[config.mk]
export PLATFORM = sky130hd
export DESIGN_NAME = source_encoding_declaration_detect_flat
export DESIGN_NICKNAME = d
export VERILOG_FILES = /design/src/rtl/sedd_pkg.sv /design/src/rtl/sedd_intf.sv /design/src/rtl/sedd_front.sv /design/src/rtl/sedd_queue.sv /design/src/rtl/sedd_back.sv /design/src/rtl/source_encoding_declaration_detect.sv /design/src/flat_wrapper.sv
export SDC_FILE = /design/constraint.sdc
export NUM_CORES = 1
export LEC_CHECK = 0
export BUFFER_PORTS_ARGS = -buffer_cell sky130_fd_sc_hd__buf_2
export CORE_MARGIN = 5
export CORE_UTILIZATION = 40
export CTS_CLUSTER_SIZE = 16
export DETAILED_ROUTE_END_ITERATION = 7
export PLACE_DENSITY_LB_ADDON = 0.08
export REMOVE_ABC_BUFFERS = 1
export SYNTH_ARGS = -nofsm -noshare
export SYNTH_HDL_FRONTEND = slang
export SYNTH_SLANG_ARGS = --single-unit
[constraint.sdc]
create_clock -name clk -period 4.2 [get_ports clk]
set_input_delay 0.21 -clock clk [delete_from_list [all_inputs] [get_ports clk]]
set_output_delay 0.21 -clock clk [all_outputs]
set_load 0.01 [all_outputs]
[src/rtl/sedd_pkg.sv]
// Package for the source encoding declaration detector.
// Holds the name store sizing, status codes and the structs passed between
// the scanner, the decision queue and the emitter. No dependencies.
package sedd_pkg;

  // Name store capacity and derived widths
  localparam int NAME_CAPACITY = 32;
  localparam int NAME_IDX_W    = $clog2(NAME_CAPACITY);
  localparam int NAME_LEN_W    = $clog2(NAME_CAPACITY + 1);

  // Status reported with each result beat
  typedef enum logic [1:0] {
    ST_DEFAULT  = 2'd0,
    ST_DECLARED = 2'd1,
    ST_CONFLICT = 2'd2,
    ST_LONG     = 2'd3
  } status_t;

  // One decision: length 0 means a single item without a name character
  typedef struct packed {
    status_t                 status;
    logic                    bom;
    logic [NAME_LEN_W-1:0]   len;
  } cmd_t;

  // Name store write port
  typedef struct packed {
    logic                    en;
    logic [NAME_IDX_W-1:0]   addr;
    logic [6:0]              data;
  } wr_t;

  // Backpressure seen by the scanner
  typedef struct packed {
    logic full;   // decision queue cannot take another entry
    logic busy;   // name store still owned by queued or running decisions
  } flow_t;

endpackage

[src/rtl/sedd_intf.sv]
// Valid/ready channel interfaces for the encoding declaration detector.
// sedd_in_if carries source bytes, sedd_out_if carries result beats.
// No dependencies.
interface sedd_in_if;
  logic       valid;
  logic       ready;
  logic [7:0] text_byte;
  logic       first_of_source;
  logic       last_of_source;

  modport source (output valid, output text_byte, output first_of_source,
                  output last_of_source, input ready);
  modport sink   (input valid, input text_byte, input first_of_source,
                  input last_of_source, output ready);
endinterface

interface sedd_out_if;
  logic       valid;
  logic       ready;
  logic [6:0] name_char;
  logic [1:0] status;
  logic       bom_found;
  logic       last_in_run;

  modport source (output valid, output name_char, output status,
                  output bom_found, output last_in_run, input ready);
  modport sink   (input valid, input name_char, input status,
                  input bom_found, input last_in_run, output ready);
endinterface

[src/rtl/sedd_front.sv]
// Scanner: takes source bytes, tracks the BOM and the declaration syntax,
// writes name characters to the name store and pushes one decision per source.
// Depends on sedd_pkg and sedd_in_if.
module sedd_front (
  input  logic                clk,
  input  logic                rst,
  sedd_in_if.sink             text,
  input  sedd_pkg::flow_t     flow,
  output logic                push,
  output sedd_pkg::cmd_t      push_cmd,
  output sedd_pkg::wr_t       wr
);

  localparam int LW = sedd_pkg::NAME_LEN_W;

  localparam logic [7:0] CH_HASH  = 8'h23;
  localparam logic [7:0] CH_EQ    = 8'h3D;
  localparam logic [7:0] CH_COLON = 8'h3A;
  localparam logic [7:0] CH_SP    = 8'h20;
  localparam logic [7:0] CH_TAB   = 8'h09;
  localparam logic [7:0] CH_FF    = 8'h0C;
  localparam logic [7:0] CH_LF    = 8'h0A;
  localparam logic [7:0] CH_CR    = 8'h0D;
  localparam logic [7:0] CH_LC_C  = 8'h63;
  localparam logic [7:0] BOM_B0   = 8'hEF;
  localparam logic [7:0] BOM_B1   = 8'hBB;
  localparam logic [7:0] BOM_B2   = 8'hBF;

  typedef enum logic [2:0] {
    PH_COMMENT, PH_CODING, PH_OPERATOR, PH_BLANKS, PH_NAME
  } phase_t;

  typedef enum logic [1:0] {GO_ON, GO_DEFAULT, GO_NAME, GO_LONG} go_t;

  // "coding", one character per index
  function automatic logic [7:0] kw_char(input logic [2:0] i);
    logic [7:0] r;
    case (i)
      3'd0:    r = 8'h63;
      3'd1:    r = 8'h6F;
      3'd2:    r = 8'h64;
      3'd3:    r = 8'h69;
      3'd4:    r = 8'h6E;
      3'd5:    r = 8'h67;
      default: r = 8'h00;
    endcase
    return r;
  endfunction

  // "utf-8"
  function automatic logic [6:0] utf_dash_char(input logic [2:0] i);
    logic [6:0] r;
    case (i)
      3'd0:    r = 7'h75;
      3'd1:    r = 7'h74;
      3'd2:    r = 7'h66;
      3'd3:    r = 7'h2D;
      3'd4:    r = 7'h38;
      default: r = 7'h00;
    endcase
    return r;
  endfunction

  // "utf8"
  function automatic logic [6:0] utf_plain_char(input logic [2:0] i);
    logic [6:0] r;
    case (i)
      3'd0:    r = 7'h75;
      3'd1:    r = 7'h74;
      3'd2:    r = 7'h66;
      3'd3:    r = 7'h38;
      default: r = 7'h00;
    endcase
    return r;
  endfunction

  function automatic logic is_name_char(input logic [7:0] c);
    return c == 8'h2D || c == 8'h5F || c == 8'h2E ||
           (c >= 8'h61 && c <= 8'h7A) || (c >= 8'h41 && c <= 8'h5A) ||
           (c >= 8'h30 && c <= 8'h39);
  endfunction

  function automatic logic [6:0] to_lower(input logic [6:0] c);
    return (c >= 7'h41 && c <= 7'h5A) ? c + 7'd32 : c;
  endfunction

  phase_t          phase, phase_next;
  logic            line_idx, line_next;
  logic [2:0]      kw, kw_next;
  logic            pending_cr, pcr_next;
  logic [1:0]      bom_prog, bomp_next;
  logic            bom_seen, boms_next;
  logic [LW-1:0]   name_len, len_next;
  logic            m5, m5_next;   // name so far is a prefix of utf-8
  logic            m4, m4_next;   // name so far is a prefix of utf8
  logic            decided, dec_next;

  go_t             go;
  logic            accept;
  logic            do_scan;
  logic            do_seek;
  logic            do_name;
  logic [7:0]      c;
  logic [6:0]      lc;
  logic            is5, is4;

  // Stall when the queue is full, or when a name write could hit the store
  // while earlier decisions still read it.
  assign text.ready = !flow.full &&
                      !(flow.busy && !decided &&
                        (phase == PH_BLANKS || phase == PH_NAME));
  assign accept = text.valid && text.ready;
  assign c      = text.text_byte;
  assign lc     = to_lower(c[6:0]);

  // Next-state and decision logic for one accepted byte
  always_comb begin
    phase_next = phase;
    line_next  = line_idx;
    kw_next    = kw;
    pcr_next   = pending_cr;
    bomp_next  = bom_prog;
    boms_next  = bom_seen;
    len_next   = name_len;
    m5_next    = m5;
    m4_next    = m4;
    dec_next   = decided;
    go         = GO_ON;
    do_scan    = 1'b0;
    do_seek    = 1'b0;
    do_name    = 1'b0;
    is5        = 1'b0;
    is4        = 1'b0;
    push       = 1'b0;
    push_cmd   = '0;
    wr         = '0;

    if (accept) begin
      if (text.first_of_source) begin
        phase_next = PH_COMMENT;
        line_next  = 1'b0;
        kw_next    = '0;
        pcr_next   = 1'b0;
        bomp_next  = '0;
        boms_next  = 1'b0;
        len_next   = '0;
        m5_next    = 1'b0;
        m4_next    = 1'b0;
        dec_next   = 1'b0;
      end

      if (!dec_next) begin
        // Byte order mark
        case (bomp_next)
          2'd0: begin
            if (c == BOM_B0) begin
              bomp_next = 2'd1;
            end else begin
              bomp_next = 2'd3;
              do_scan   = 1'b1;
            end
          end
          2'd1: begin
            if (c == BOM_B1) bomp_next = 2'd2;
            else go = GO_DEFAULT;
          end
          2'd2: begin
            if (c == BOM_B2) begin
              bomp_next = 2'd3;
              boms_next = 1'b1;
            end else begin
              go = GO_DEFAULT;
            end
          end
          default: do_scan = 1'b1;
        endcase

        // Declaration syntax
        if (do_scan) begin
          if (pcr_next) begin
            pcr_next = 1'b0;
            if (c != CH_LF) go = GO_DEFAULT;
          end else begin
            unique case (phase_next)
              PH_COMMENT: begin
                if (c == CH_HASH) begin
                  phase_next = PH_CODING;
                  kw_next    = '0;
                end else if (c == CH_CR) begin
                  pcr_next = 1'b1;
                end else if (c != CH_LF && c != CH_SP && c != CH_TAB &&
                             c != CH_FF) begin
                  go = GO_DEFAULT;
                end
              end
              PH_CODING: do_seek = 1'b1;
              PH_OPERATOR: begin
                if (c == CH_EQ || c == CH_COLON) begin
                  phase_next = PH_BLANKS;
                end else begin
                  phase_next = PH_CODING;
                  kw_next    = '0;
                  do_seek    = 1'b1;
                end
              end
              PH_BLANKS: begin
                if (c != CH_SP && c != CH_TAB) do_name = 1'b1;
              end
              PH_NAME: do_name = 1'b1;
              default: go = GO_DEFAULT;
            endcase

            // Match "coding", a failed character may restart it
            if (do_seek) begin
              if (c == kw_char(kw_next)) begin
                if (kw_next == 3'd5) begin
                  kw_next    = '0;
                  phase_next = PH_OPERATOR;
                end else begin
                  kw_next = kw_next + 3'd1;
                end
              end else begin
                kw_next = (c == CH_LC_C) ? 3'd1 : 3'd0;
              end
            end

            // Collect name characters
            if (do_name) begin
              phase_next = PH_NAME;
              if (is_name_char(c)) begin
                if (len_next >= LW'(sedd_pkg::NAME_CAPACITY)) begin
                  go = GO_LONG;
                end else begin
                  wr.en   = 1'b1;
                  wr.addr = len_next[sedd_pkg::NAME_IDX_W-1:0];
                  wr.data = c[6:0];
                  if (len_next < LW'(5))
                    m5_next = (len_next == '0 || m5_next) &&
                              lc == utf_dash_char(len_next[2:0]);
                  else
                    m5_next = 1'b0;
                  if (len_next < LW'(4))
                    m4_next = (len_next == '0 || m4_next) &&
                              lc == utf_plain_char(len_next[2:0]);
                  else
                    m4_next = 1'b0;
                  len_next = len_next + LW'(1);
                end
              end else if (len_next != '0) begin
                go = GO_NAME;
              end else begin
                phase_next = PH_CODING;
                kw_next    = '0;
              end
            end
          end

          // End of line: second line ends the search
          if (go == GO_ON && c == CH_LF) begin
            if (line_next) begin
              go = GO_DEFAULT;
            end else begin
              line_next  = 1'b1;
              phase_next = PH_COMMENT;
              kw_next    = '0;
            end
          end
        end

        // End of source forces a decision
        if (go == GO_ON && text.last_of_source) begin
          if (bomp_next == 2'd3 && !pcr_next && phase_next == PH_NAME &&
              len_next != '0)
            go = GO_NAME;
          else
            go = GO_DEFAULT;
        end

        // Hand the decision to the emitter
        if (go != GO_ON) begin
          dec_next     = 1'b1;
          push         = 1'b1;
          push_cmd.bom = boms_next;
          if (go == GO_NAME) begin
            is5          = m5_next && len_next == LW'(5);
            is4          = m4_next && len_next == LW'(4);
            push_cmd.len = len_next;
            push_cmd.status = (boms_next && !is5 && !is4) ?
                              sedd_pkg::ST_CONFLICT : sedd_pkg::ST_DECLARED;
          end else begin
            push_cmd.len    = '0;
            push_cmd.status = (go == GO_LONG) ? sedd_pkg::ST_LONG :
                                                sedd_pkg::ST_DEFAULT;
          end
        end
      end
    end
  end

  // Scanner state
  always_ff @(posedge clk) begin
    if (rst) begin
      phase      <= PH_COMMENT;
      line_idx   <= 1'b0;
      kw         <= '0;
      pending_cr <= 1'b0;
      bom_prog   <= '0;
      bom_seen   <= 1'b0;
      name_len   <= '0;
      m5         <= 1'b0;
      m4         <= 1'b0;
      decided    <= 1'b0;
    end else begin
      phase      <= phase_next;
      line_idx   <= line_next;
      kw         <= kw_next;
      pending_cr <= pcr_next;
      bom_prog   <= bomp_next;
      bom_seen   <= boms_next;
      name_len   <= len_next;
      m5         <= m5_next;
      m4         <= m4_next;
      decided    <= dec_next;
    end
  end

endmodule

[src/rtl/sedd_queue.sv]
// Two-entry decision queue between the scanner and the emitter.
// Depends on sedd_pkg.
module sedd_queue (
  input  logic             clk,
  input  logic             rst,
  input  logic             push,
  input  sedd_pkg::cmd_t   push_cmd,
  input  logic             pop,
  output sedd_pkg::cmd_t   head,
  output logic             empty,
  output logic             full
);

  sedd_pkg::cmd_t entry [2];
  logic           wp, rp;
  logic [1:0]     count;

  assign empty = (count == 2'd0);
  assign full  = (count == 2'd2);
  assign head  = entry[rp];

  // Entry storage
  always_ff @(posedge clk) begin
    if (push) entry[wp] <= push_cmd;
  end

  // Pointers and fill count
  always_ff @(posedge clk) begin
    if (rst) begin
      wp    <= 1'b0;
      rp    <= 1'b0;
      count <= 2'd0;
    end else begin
      if (push) wp <= ~wp;
      if (pop)  rp <= ~rp;
      case ({push, pop})
        2'b10:   count <= count + 2'd1;
        2'b01:   count <= count - 2'd1;
        default: count <= count;
      endcase
    end
  end

endmodule

[src/rtl/sedd_back.sv]
// Emitter: owns the name store, takes decisions from the queue and plays
// each out as a run of result beats. Depends on sedd_pkg and sedd_out_if.
module sedd_back (
  input  logic             clk,
  input  logic             rst,
  input  sedd_pkg::wr_t    wr,
  input  logic             empty,
  input  sedd_pkg::cmd_t   head,
  output logic             pop,
  output logic             busy,
  sedd_out_if.source       result
);

  localparam int IW = sedd_pkg::NAME_IDX_W;
  localparam int LW = sedd_pkg::NAME_LEN_W;

  typedef enum logic {S_IDLE, S_SHOW} state_t;

  logic [6:0]      store [sedd_pkg::NAME_CAPACITY];
  logic [6:0]      rdata;
  logic [IW-1:0]   rd_addr;

  state_t          state;
  sedd_pkg::cmd_t  cur;
  logic [IW-1:0]   k;
  logic            take;
  logic            last;

  assign pop  = (state == S_IDLE) && !empty;
  assign busy = (state == S_SHOW);
  assign take = result.valid && result.ready;
  assign last = (cur.len == '0) || (LW'(k) + LW'(1) == cur.len);

  // Look one entry ahead when the current beat is taken
  always_comb begin
    if (state == S_IDLE)
      rd_addr = '0;
    else if (take)
      rd_addr = k + IW'(1);
    else
      rd_addr = k;
  end

  // Name store, registered read
  always_ff @(posedge clk) begin
    if (wr.en) store[wr.addr] <= wr.data;
    rdata <= store[rd_addr];
  end

  assign result.valid       = (state == S_SHOW);
  assign result.name_char   = (cur.len == '0) ? 7'd0 : rdata;
  assign result.status      = cur.status;
  assign result.bom_found   = cur.bom;
  assign result.last_in_run = last;

  // Run sequencer
  always_ff @(posedge clk) begin
    if (rst) begin
      state <= S_IDLE;
      k     <= '0;
    end else begin
      unique case (state)
        S_IDLE: begin
          if (!empty) begin
            cur   <= head;
            k     <= '0;
            state <= S_SHOW;
          end
        end
        S_SHOW: begin
          if (take) begin
            if (last) state <= S_IDLE;
            else k <= k + IW'(1);
          end
        end
        default: state <= S_IDLE;
      endcase
    end
  end

endmodule

[src/rtl/source_encoding_declaration_detect.sv]
// Top level of the source encoding declaration detector.
// Depends on sedd_pkg, sedd_intf, sedd_front, sedd_queue and sedd_back.
//
// Usage:
//   text carries one source byte per beat with first_of_source and
//   last_of_source marks. result carries the decision as a run of beats:
//   the declared name one character per beat, or a single beat with
//   name_char 0 (default utf-8 or name too long); last_in_run closes a run.
//   The scanner takes one byte per cycle while text.ready is high. A decision
//   enters a two-entry queue; the emitter takes it from there when idle,
//   then gives one beat per cycle while the receiver is ready, and
//   goes idle again between runs. Throughput is bounded by the scanner
//   (1 byte/cycle) except that while any decision is still queued or
//   playing, bytes that could write a name character wait, since the
//   name store holds a single name that the emitter may still be reading.
//   Reset clears the scanner, queue and emitter; the name store is not
//   cleared, only characters written for the current source are read.
//   When the receiver stalls, the run holds; the scanner keeps going until
//   the queue fills or a name byte must wait, then text.ready drops.
module source_encoding_declaration_detect (
  input  logic        clk,
  input  logic        rst,
  sedd_in_if.sink     text,
  sedd_out_if.source  result
);

  logic             push;
  sedd_pkg::cmd_t   push_cmd;
  sedd_pkg::cmd_t   head;
  sedd_pkg::wr_t    wr;
  sedd_pkg::flow_t  flow;
  logic             pop;
  logic             empty;
  logic             full;
  logic             back_busy;

  assign flow.full = full;
  assign flow.busy = !empty || back_busy;

  sedd_front u_front (
    .clk      (clk),
    .rst      (rst),
    .text     (text),
    .flow     (flow),
    .push     (push),
    .push_cmd (push_cmd),
    .wr       (wr)
  );

  sedd_queue u_queue (
    .clk      (clk),
    .rst      (rst),
    .push     (push),
    .push_cmd (push_cmd),
    .pop      (pop),
    .head     (head),
    .empty    (empty),
    .full     (full)
  );

  sedd_back u_back (
    .clk    (clk),
    .rst    (rst),
    .wr     (wr),
    .empty  (empty),
    .head   (head),
    .pop    (pop),
    .busy   (back_busy),
    .result (result)
  );

endmodule
[src/flat_wrapper.sv]
// flat-port wrapper written by rule: the top's interface ports become plain ports
module source_encoding_declaration_detect_flat 
  (clk, rst, text_valid, text_text_byte, text_first_of_source, text_last_of_source, text_ready, result_valid, result_name_char, result_status, result_bom_found, result_last_in_run, result_ready);
  sedd_in_if text_i ();
  sedd_out_if result_i ();
  input  logic clk;
  input  logic rst;
  input wire logic [$bits(text_i.valid)-1:0] text_valid;
  input wire logic [$bits(text_i.text_byte)-1:0] text_text_byte;
  input wire logic [$bits(text_i.first_of_source)-1:0] text_first_of_source;
  input wire logic [$bits(text_i.last_of_source)-1:0] text_last_of_source;
  output wire logic [$bits(text_i.ready)-1:0] text_ready;
  output wire logic [$bits(result_i.valid)-1:0] result_valid;
  output wire logic [$bits(result_i.name_char)-1:0] result_name_char;
  output wire logic [$bits(result_i.status)-1:0] result_status;
  output wire logic [$bits(result_i.bom_found)-1:0] result_bom_found;
  output wire logic [$bits(result_i.last_in_run)-1:0] result_last_in_run;
  input wire logic [$bits(result_i.ready)-1:0] result_ready;
  assign text_i.valid = text_valid;
  assign text_i.text_byte = text_text_byte;
  assign text_i.first_of_source = text_first_of_source;
  assign text_i.last_of_source = text_last_of_source;
  assign text_ready = text_i.ready;
  assign result_valid = result_i.valid;
  assign result_name_char = result_i.name_char;
  assign result_status = result_i.status;
  assign result_bom_found = result_i.bom_found;
  assign result_last_in_run = result_i.last_in_run;
  assign result_i.ready = result_ready;
  source_encoding_declaration_detect u_core (.clk(clk), .rst(rst), .text(text_i), .result(result_i));
endmodule
==> results.cfg, run 1 <==
[critical_path]
critPathMaxStageDelay_ns = 0.37
timing.setup.critical_path_class = flip-flop to flip-flop
crit_path_end_kind = flip-flop
critPathMaxFanout = 7
worst_path_buffer_plus_inverter_count = 3
timing.critical_path.required_ns = 4.53
crit_slowest_cell = a222oi_1
crit_chain = nor3_1 -> buf_4 -> and3_1 -> a311oi_2 -> and3_1 -> ha_1 -> a21boi_0 -> o21ai_0 -> or3_1 -> a222oi_1 -> buf_4 -> a211o_2 -> a31oi_1 -> a2111oi_2 -> buf_4 -> a21oi_2 -> nor4_1
critPathTopFamily = compound AO/OA/AOI/OAI gates
kind_of_start_point_of_the_critical_path = flip-flop
cp_arrival_ns = 4.26
critical_path.most_common_cell = buf_4

[sta]
grt_setup_unrepaired = no
timing.final.hold_violations = 0
fin_tns_setup_ns = 0
maximum_clock_rate_ghz = 0.254
final.setup_skew_ns = 0.0141
layout_min_cycle_time_ns = 3.93
final-setup-viol-count = 0
worst_max_slew_pin_slew_ns = 1.42
final.period_utilization_pct = 93.6
worst_max_slew_margin_expressed_relative_to_the_limit_pct = 4.81
timing_max_transition_violations_final = 0

[detailed_routing]
first_pass_iters = 5
route.vias.total = 8711
route.final.wire_length_um = 33600
avgRoutedWirePerCell_um = 21.0
drc_errors = 0
avgViaCountPerCell = 5.43
met3_wirelength_um = 1420
uppermost_metal_layer_occupied_by_signal_nets = met4
drtIter0Drc = 540
wire_length_on_met1_um = 15900
drtAntennaViolNets = 0
met2_length_um = 15600

[die]
start_util_pct = 40.5
rows = 67
design.portCount = 27
design.core.area_um2 = 33400
fp.dieW_um = 194
die_area_um2 = 37600
die_h_um = 194

[clock_tree]
cts-htree-levels = 1
tritoncts = built
cts_hold_buf = 0
tritoncts.num_buffers = 30
ctsResizeCount = 0
path_clk_slew_ns = 0.06
number_of_buffers_on_the_longest_clock_path = 3
worstSkewPairLatency_ns = 0.54
root_buffer = clkbuf_16
post-cts-setup-buffers = 0
cts.sinks = 288

[pwr]
power.static_leakage_uw = 0.00554
peakVddDrop_uv = 309
pwr_density_cell_nw_per_um2 = 440

[cells_and_area]
drive_above_1_share_pct = 21.1
post_layout_nonfiller_instances = 1603
finish.instance_area_um2 = 15600
area.growth.synth_to_final_pct = 15.2
antenna_cells = 0
num-nets-final = 1161

[yosys]
synth_top_flop_cell = edfxtp_1
cell_area_synth_um2 = 13500
synthDominantAreaCellType = edfxtp_1
synth.top_cells.by_area = edfxtp_1 (56%), mux4_2 (9.3%), dfxtp_1 (5.5%)
number_of_distinct_standard_cells_referenced_by_the_synthesized_netlist = 77
post-synth-top-area-fraction_pct = 55.6
postSynthCellCount = 1059
ys_seq_elements = 288
synth.yosys.seq_area_share_pct = 61.1
yosysWarningCount = 0
syn-mean-instance-area_um2 = 12.8
number_of_synthesized_flops_with_an_enable_pin = 251
async_flop_share_pct = 0

[global_route]
number_of_global_route_vias_before_repair = 8858
grt_first_pass_wirelength_um = 53000
antenna_found_initial = 0
grt_overflow_total = 0
overall_routing_resource_usage_pct = 17.6
largest_net_degree_at_the_start_of_global_routing = 57

[run_status]
outcome = finished, final reports clean

[placed_design]
placement.cell_area_um2 = 14600
placement.io_buffers = 26
dpl.cell_count = 1547
dp_hpwl_um = 22400
gp_congestion = 0.856

[job]
timing.max_cap.violations = 0

[worst_hold_path]
worstHoldPathType = input pin to flip-flop
==> worst paths after layout <==
kind / from / endpoint / slack [ns] / cells past startpoint
hold / removal: text_last_of_source / u_core.u_front.decided / 0.02 / 3
setup / recovery: u_core.u_front.phase[2] / u_core.u_queue.entry[1][0] / 0.27 / 17
hold reg to reg: u_core.u_front.bom_prog[0] / u_core.u_front.bom_prog[0] / 0.46 / 2
setup reg to reg: u_core.u_front.phase[2] / u_core.u_queue.entry[1][0] / 0.27 / 17
==> metrics by stage <==
| step | setup slack (ns) | util, % | power, µW | hold WS [ns] |
|---|---|---|---|---|
| after CTS | 0.186 | 46.6 | 6940 | 0.00455 |
| after detailed placement | -0.241 | 43.8 | 4450 | 0.455 |
| after floorplan | 0.0450 | - | 4080 | 0.279 |
| after global placement | -0.0904 | 43.8 | 4440 | 0.447 |
| after global routing | 0.00744 | 46.6 | 7190 | 0.0279 |
| final | 0.270 | 46.6 | 6860 | 0.0156 |
==> Yosys cell counts, types with 15 or more instances <==
cell type	number
edfxtp_1	251
nand2_1	133
nor2_1	94
clkbuf_1	56
mux4_2	56
o21ai_0	41
a21oi_1	38
dfxtp_1	37
nand3_1	33
inv_1	25
nor3_1	22
ha_1	16
and2_1	15
==> power breakdown <==
group	total [µW]	leakage, µW	switching [µW]	internal (µW)
Clock	2490	0.000451	1050	1430
Combinational	1090	0.00222	630	459
Sequential	3290	0.00287	80.3	3210
Total	6860	0.00554	1760	5100
==> cell families after synthesis <==
family	after synthesis	share of synthesized area (%)
AND/OR/NAND/NOR	389	13.7
adder cells (fa/ha/maj)	16	1.48
flip-flops	288	61.1
multiplexers	72	10.6
AO/OA/AOI/OAI	178	8.92
XOR/XNOR	23	1.49
buffers and inverters	93	2.69
==> worst register-to-register path, delay by kind of cell (launching register included) <==
kind / cells / cell delay, ns
AND/OR/NAND/NOR: 5 / 1.19
AO/OA/AOI/OAI: 8 / 1.43
flip-flops: 1 / 0.31
buffers and inverters: 3 / 0.56
adder cells (fa/ha/maj): 1 / 0.24
==> cells in the final DEF (no fill, tap or decap), drive strengths merged, types with 6 or more instances in the layout <==
| cell | count |
|---|---|
| and2 | 15 |
| or3 | 11 |
| nand2b | 9 |
| nor2 | 94 |
| nand2 | 133 |
| edfxtp | 251 |
| inv | 27 |
| a211oi | 14 |
| mux4 | 56 |
| ha | 16 |
| xnor2 | 12 |
| clkbuf | 49 |
| nor4 | 13 |
| or4 | 7 |
| o21ai | 41 |
| nor3 | 22 |
| nand3 | 33 |
| buf | 106 |
| mux2 | 12 |
| nand4 | 13 |
| a21oi | 39 |
| o31ai | 6 |
| xor2 | 11 |
| nor2b | 10 |
| a31oi | 10 |
| dfxtp | 37 |
| o211ai | 13 |
==> state kept, by name, summed over array words and instances, names as in the netlist, 2 cells and up <==
name and cells:
u_core.u_back.store 224, u_core.u_queue.entry 18, u_core.u_back.rdata 7, u_core.u_back.cur 6, u_core.u_front.name_len 6, u_core.u_back.k 5, u_core.u_front.kw 3, u_core.u_front.phase 3
u_core.u_back.result.status 2, u_core.u_front.bom_prog 2, u_core.u_queue.count 2
==> per-layer routing <==
| metal | up-vias | track usage, % |
|---|---|---|
| li1 | 4199 | - |
| met1 | 4266 | 26.0 |
| met2 | 203 | 28.2 |
| met3 | 43 | 2.12 |
| met4 | 0 | 4.06 |
| met5 | - | 0 |
==> cell type report <==
cell class | count | area [µm²]
clock buffers | 49 | 882
clock inverters | 7 | 56.3
fillers | 3033 | 17800
inverters | 27 | 101
multi-input cells | 678 | 4980
flip-flops and latches | 288 | 8280
well taps | 448 | 561
repair buffers | 106 | 743
Power figures use the tool's default switching activity.
==> run 2: changes to the inputs <==
==> constraint.sdc (replaced) <==
create_clock -name clk -period 5.05 [get_ports clk]
set_input_delay 0.2525 -clock clk [delete_from_list [all_inputs] [get_ports clk]]
set_output_delay 0.2525 -clock clk [all_outputs]
set_load 0.01 [all_outputs]
==> run 2 against run 1 <==
  * Design area shrank 1.5%
  * Final cell count shrank 2.4%
  * Power shrank 15%
  * Routed wire length shrank 2.6%
  * Critical path depth shrank 3
  * First-iteration DRC count grew 12%
==> results.cfg, run 2 (same netlist as run 1, synthesis figures left out) <==
[clock_tree]
cts_hold_buf = 0
path_clk_slew_ns = 0.06
worstSkewPairLatency_ns = 0.56
ctsResizeCount = 0
cts-htree-levels = 1
number_of_buffers_on_the_longest_clock_path = 3
post-cts-setup-buffers = 0
root_buffer = clkbuf_16
tritoncts.num_buffers = 30
cts.sinks = 288
tritoncts = built

[critical_path]
cp_arrival_ns = 4.46
crit_chain = nor3_1 -> and3_1 -> a311oi_2 -> and3_1 -> ha_1 -> a21boi_0 -> o21ai_0 -> or3_1 -> a222oi_1 -> a211o_2 -> a31oi_1 -> a2111oi_2 -> a21oi_2 -> nor4_1
worst_path_buffer_plus_inverter_count = 0
worst-r2r-setup-slack_ns = 0.90
kind_of_start_point_of_the_critical_path = flip-flop
crit_path_end_kind = flip-flop
crit-reg2reg-launch = u_core.u_front.phase[0]
critPathMaxFanout = 10
critical_path.most_common_cell = and3_1
r2r-end = u_core.u_queue.entry[1][1]
timing.critical_path.required_ns = 5.36
timing.setup.critical_path_class = flip-flop to flip-flop
crit_slowest_cell = a222oi_1
critPathMaxStageDelay_ns = 0.49
critPathTopFamily = compound AO/OA/AOI/OAI gates
rr_worst_depth = 14

[sta]
maximum_clock_rate_ghz = 0.241
worst_max_slew_margin_expressed_relative_to_the_limit_pct = 22.4
final-setup-viol-count = 0
timing_max_transition_violations_final = 0
final.period_utilization_pct = 82.2
layout_min_cycle_time_ns = 4.15
timing.final.hold_violations = 0
final.hold.worst_slack_ns = 0.0566
final.setup_skew_ns = 0.0275
grt_setup_unrepaired = no
worst_max_slew_pin_slew_ns = 1.16
fin_tns_setup_ns = 0

[die]
die_h_um = 194
design.portCount = 27
fp.dieW_um = 194
design.core.area_um2 = 33400
rows = 67
start_util_pct = 40.5
die_area_um2 = 37600

[detailed_routing]
met2_length_um = 15500
route.final.wire_length_um = 32800
drtIter0Drc = 603
wire_length_on_met1_um = 15700
route.vias.total = 8585
avgRoutedWirePerCell_um = 20.9
drc_errors = 0
drtAntennaViolNets = 0
avgViaCountPerCell = 5.49
met3_wirelength_um = 1110
uppermost_metal_layer_occupied_by_signal_nets = met4
first_pass_iters = 5

[placed_design]
placement.io_buffers = 26
dpl.cell_count = 1508
gp_congestion = 0.793
dp_hpwl_um = 21600

[global_route]
grt_first_pass_wirelength_um = 51400
antenna_found_initial = 0
grt_overflow_total = 0
overall_routing_resource_usage_pct = 17.2
largest_net_degree_at_the_start_of_global_routing = 57
number_of_global_route_vias_before_repair = 8596

[cells_and_area]
area.growth.synth_to_final_pct = 13.4
num-nets-final = 1122
reg.largest.list = u_core.u_back.store (224), u_core.u_queue.entry (18), u_core.u_back.rdata (7)
fill_cells = 3001
flip_flop_count_of_the_largest_register_all_copies_and_words_added = 224
layout_commonest_cell = edfxtp_1
regArea_um2 = 8280
regMostFlops = u_core.u_back.store
drive_above_1_share_pct = 18.7
post_layout_nonfiller_instances = 1564
antenna_cells = 0
footprint_of_the_multi_input_gates_um2 = 4950
mostFrequentLayoutCells = edfxtp_1 (251), nand2_1 (131), nor2_1 (94), mux4_2 (56)

[worst_hold_path]
timing.hold.worst.start = text_last_of_source
hold_path_depth = 3
timing.hold.worst_endpoint = u_core.u_front.decided
worstHoldPathType = input pin to flip-flop

[run_status]
outcome = finished, final reports clean

[pwr]
share_clk_of_total_power_pct = 38.4
pwr_density_cell_nw_per_um2 = 381
peakVddDrop_uv = 264
seqPwrFrac_pct = 46.8
internal_power_of_the_cells_uw = 4390
power.static_leakage_uw = 0.00539
share_comb_of_total_power_pct = 14.8
power.switching_uw = 1470
sw_frac_of_total_pct = 25.2

[job]
timing.max_cap.violations = 0
==> run 2: worst max-delay path by stage <==
stage | from | endpoint | slack [ns] | cells past startpoint
final | u_core.u_front.phase[0] | u_core.u_queue.entry[1][1] | 0.90 | 14
after global routing | u_core.u_front.phase[1] | u_core.u_queue.entry[1][1] | 0.46 | 14
after CTS | u_core.u_front.phase[0] | u_core.u_queue.entry[1][1] | 0.92 | 14
after detailed placement | text_text_byte[1] | u_core.u_queue.entry[1][1] | 0.42 | 16
after global placement | text_text_byte[1] | u_core.u_queue.entry[0][3] | 0.55 | 16
after floorplan | text_text_byte[0] | u_core.u_queue.entry[0][1] | 0.85 | 14
==> run 2: power by group through the flow <==
stage	sequential [µW]	combinational, µW	clock [µW]
after floorplan	2770	618	0
after global placement	2790	871	0
after detailed placement	2800	874	0
after CTS	2750	877	2300
after global routing	2760	961	2410
final	2750	866	2250
==> run 2: layout make-up <==
cell class	count	area share [%]
sequential	288	53.9
multi-input combinational	678	32.2
clock buffer	44	5.69
tap	448	3.65
timing repair buffer	67	2.85
clock inverter	12	1.02
inverter	27	0.660
==> run 2: through the flow <==
stage / worst slack (ns) / area [µm²] / util, % / total power (µW)
after floorplan: 0.852 / 13300 / - / 3390
after global placement: 0.553 / 14300 / 42.8 / 3670
after detailed placement: 0.422 / 14300 / 42.8 / 3670
after CTS: 0.918 / 15400 / 45.9 / 5920
after global routing: 0.457 / 15400 / 45.9 / 6130
final: 0.900 / 15400 / 45.9 / 5860
==> run 2: routing by layer <==
layer	up-vias	GRT usage (%)
met3	36	1.82
met4	0	3.10
met5	-	0
li1	4121	-
met1	4297	25.5
met2	131	27.9
==> run 2: worst reg2reg max path, cell delays in order (launching register included) <==
cell,delay [ns]
dfxtp_1,0.41
nor3_1,0.32
and3_1,0.25
a311oi_2,0.07
and3_1,0.22
ha_1,0.24
a21boi_0,0.19
o21ai_0,0.11
or3_1,0.31
a222oi_1,0.49
a211o_2,0.25
a31oi_1,0.09
a2111oi_2,0.41
a21oi_2,0.19
nor4_1,0.39
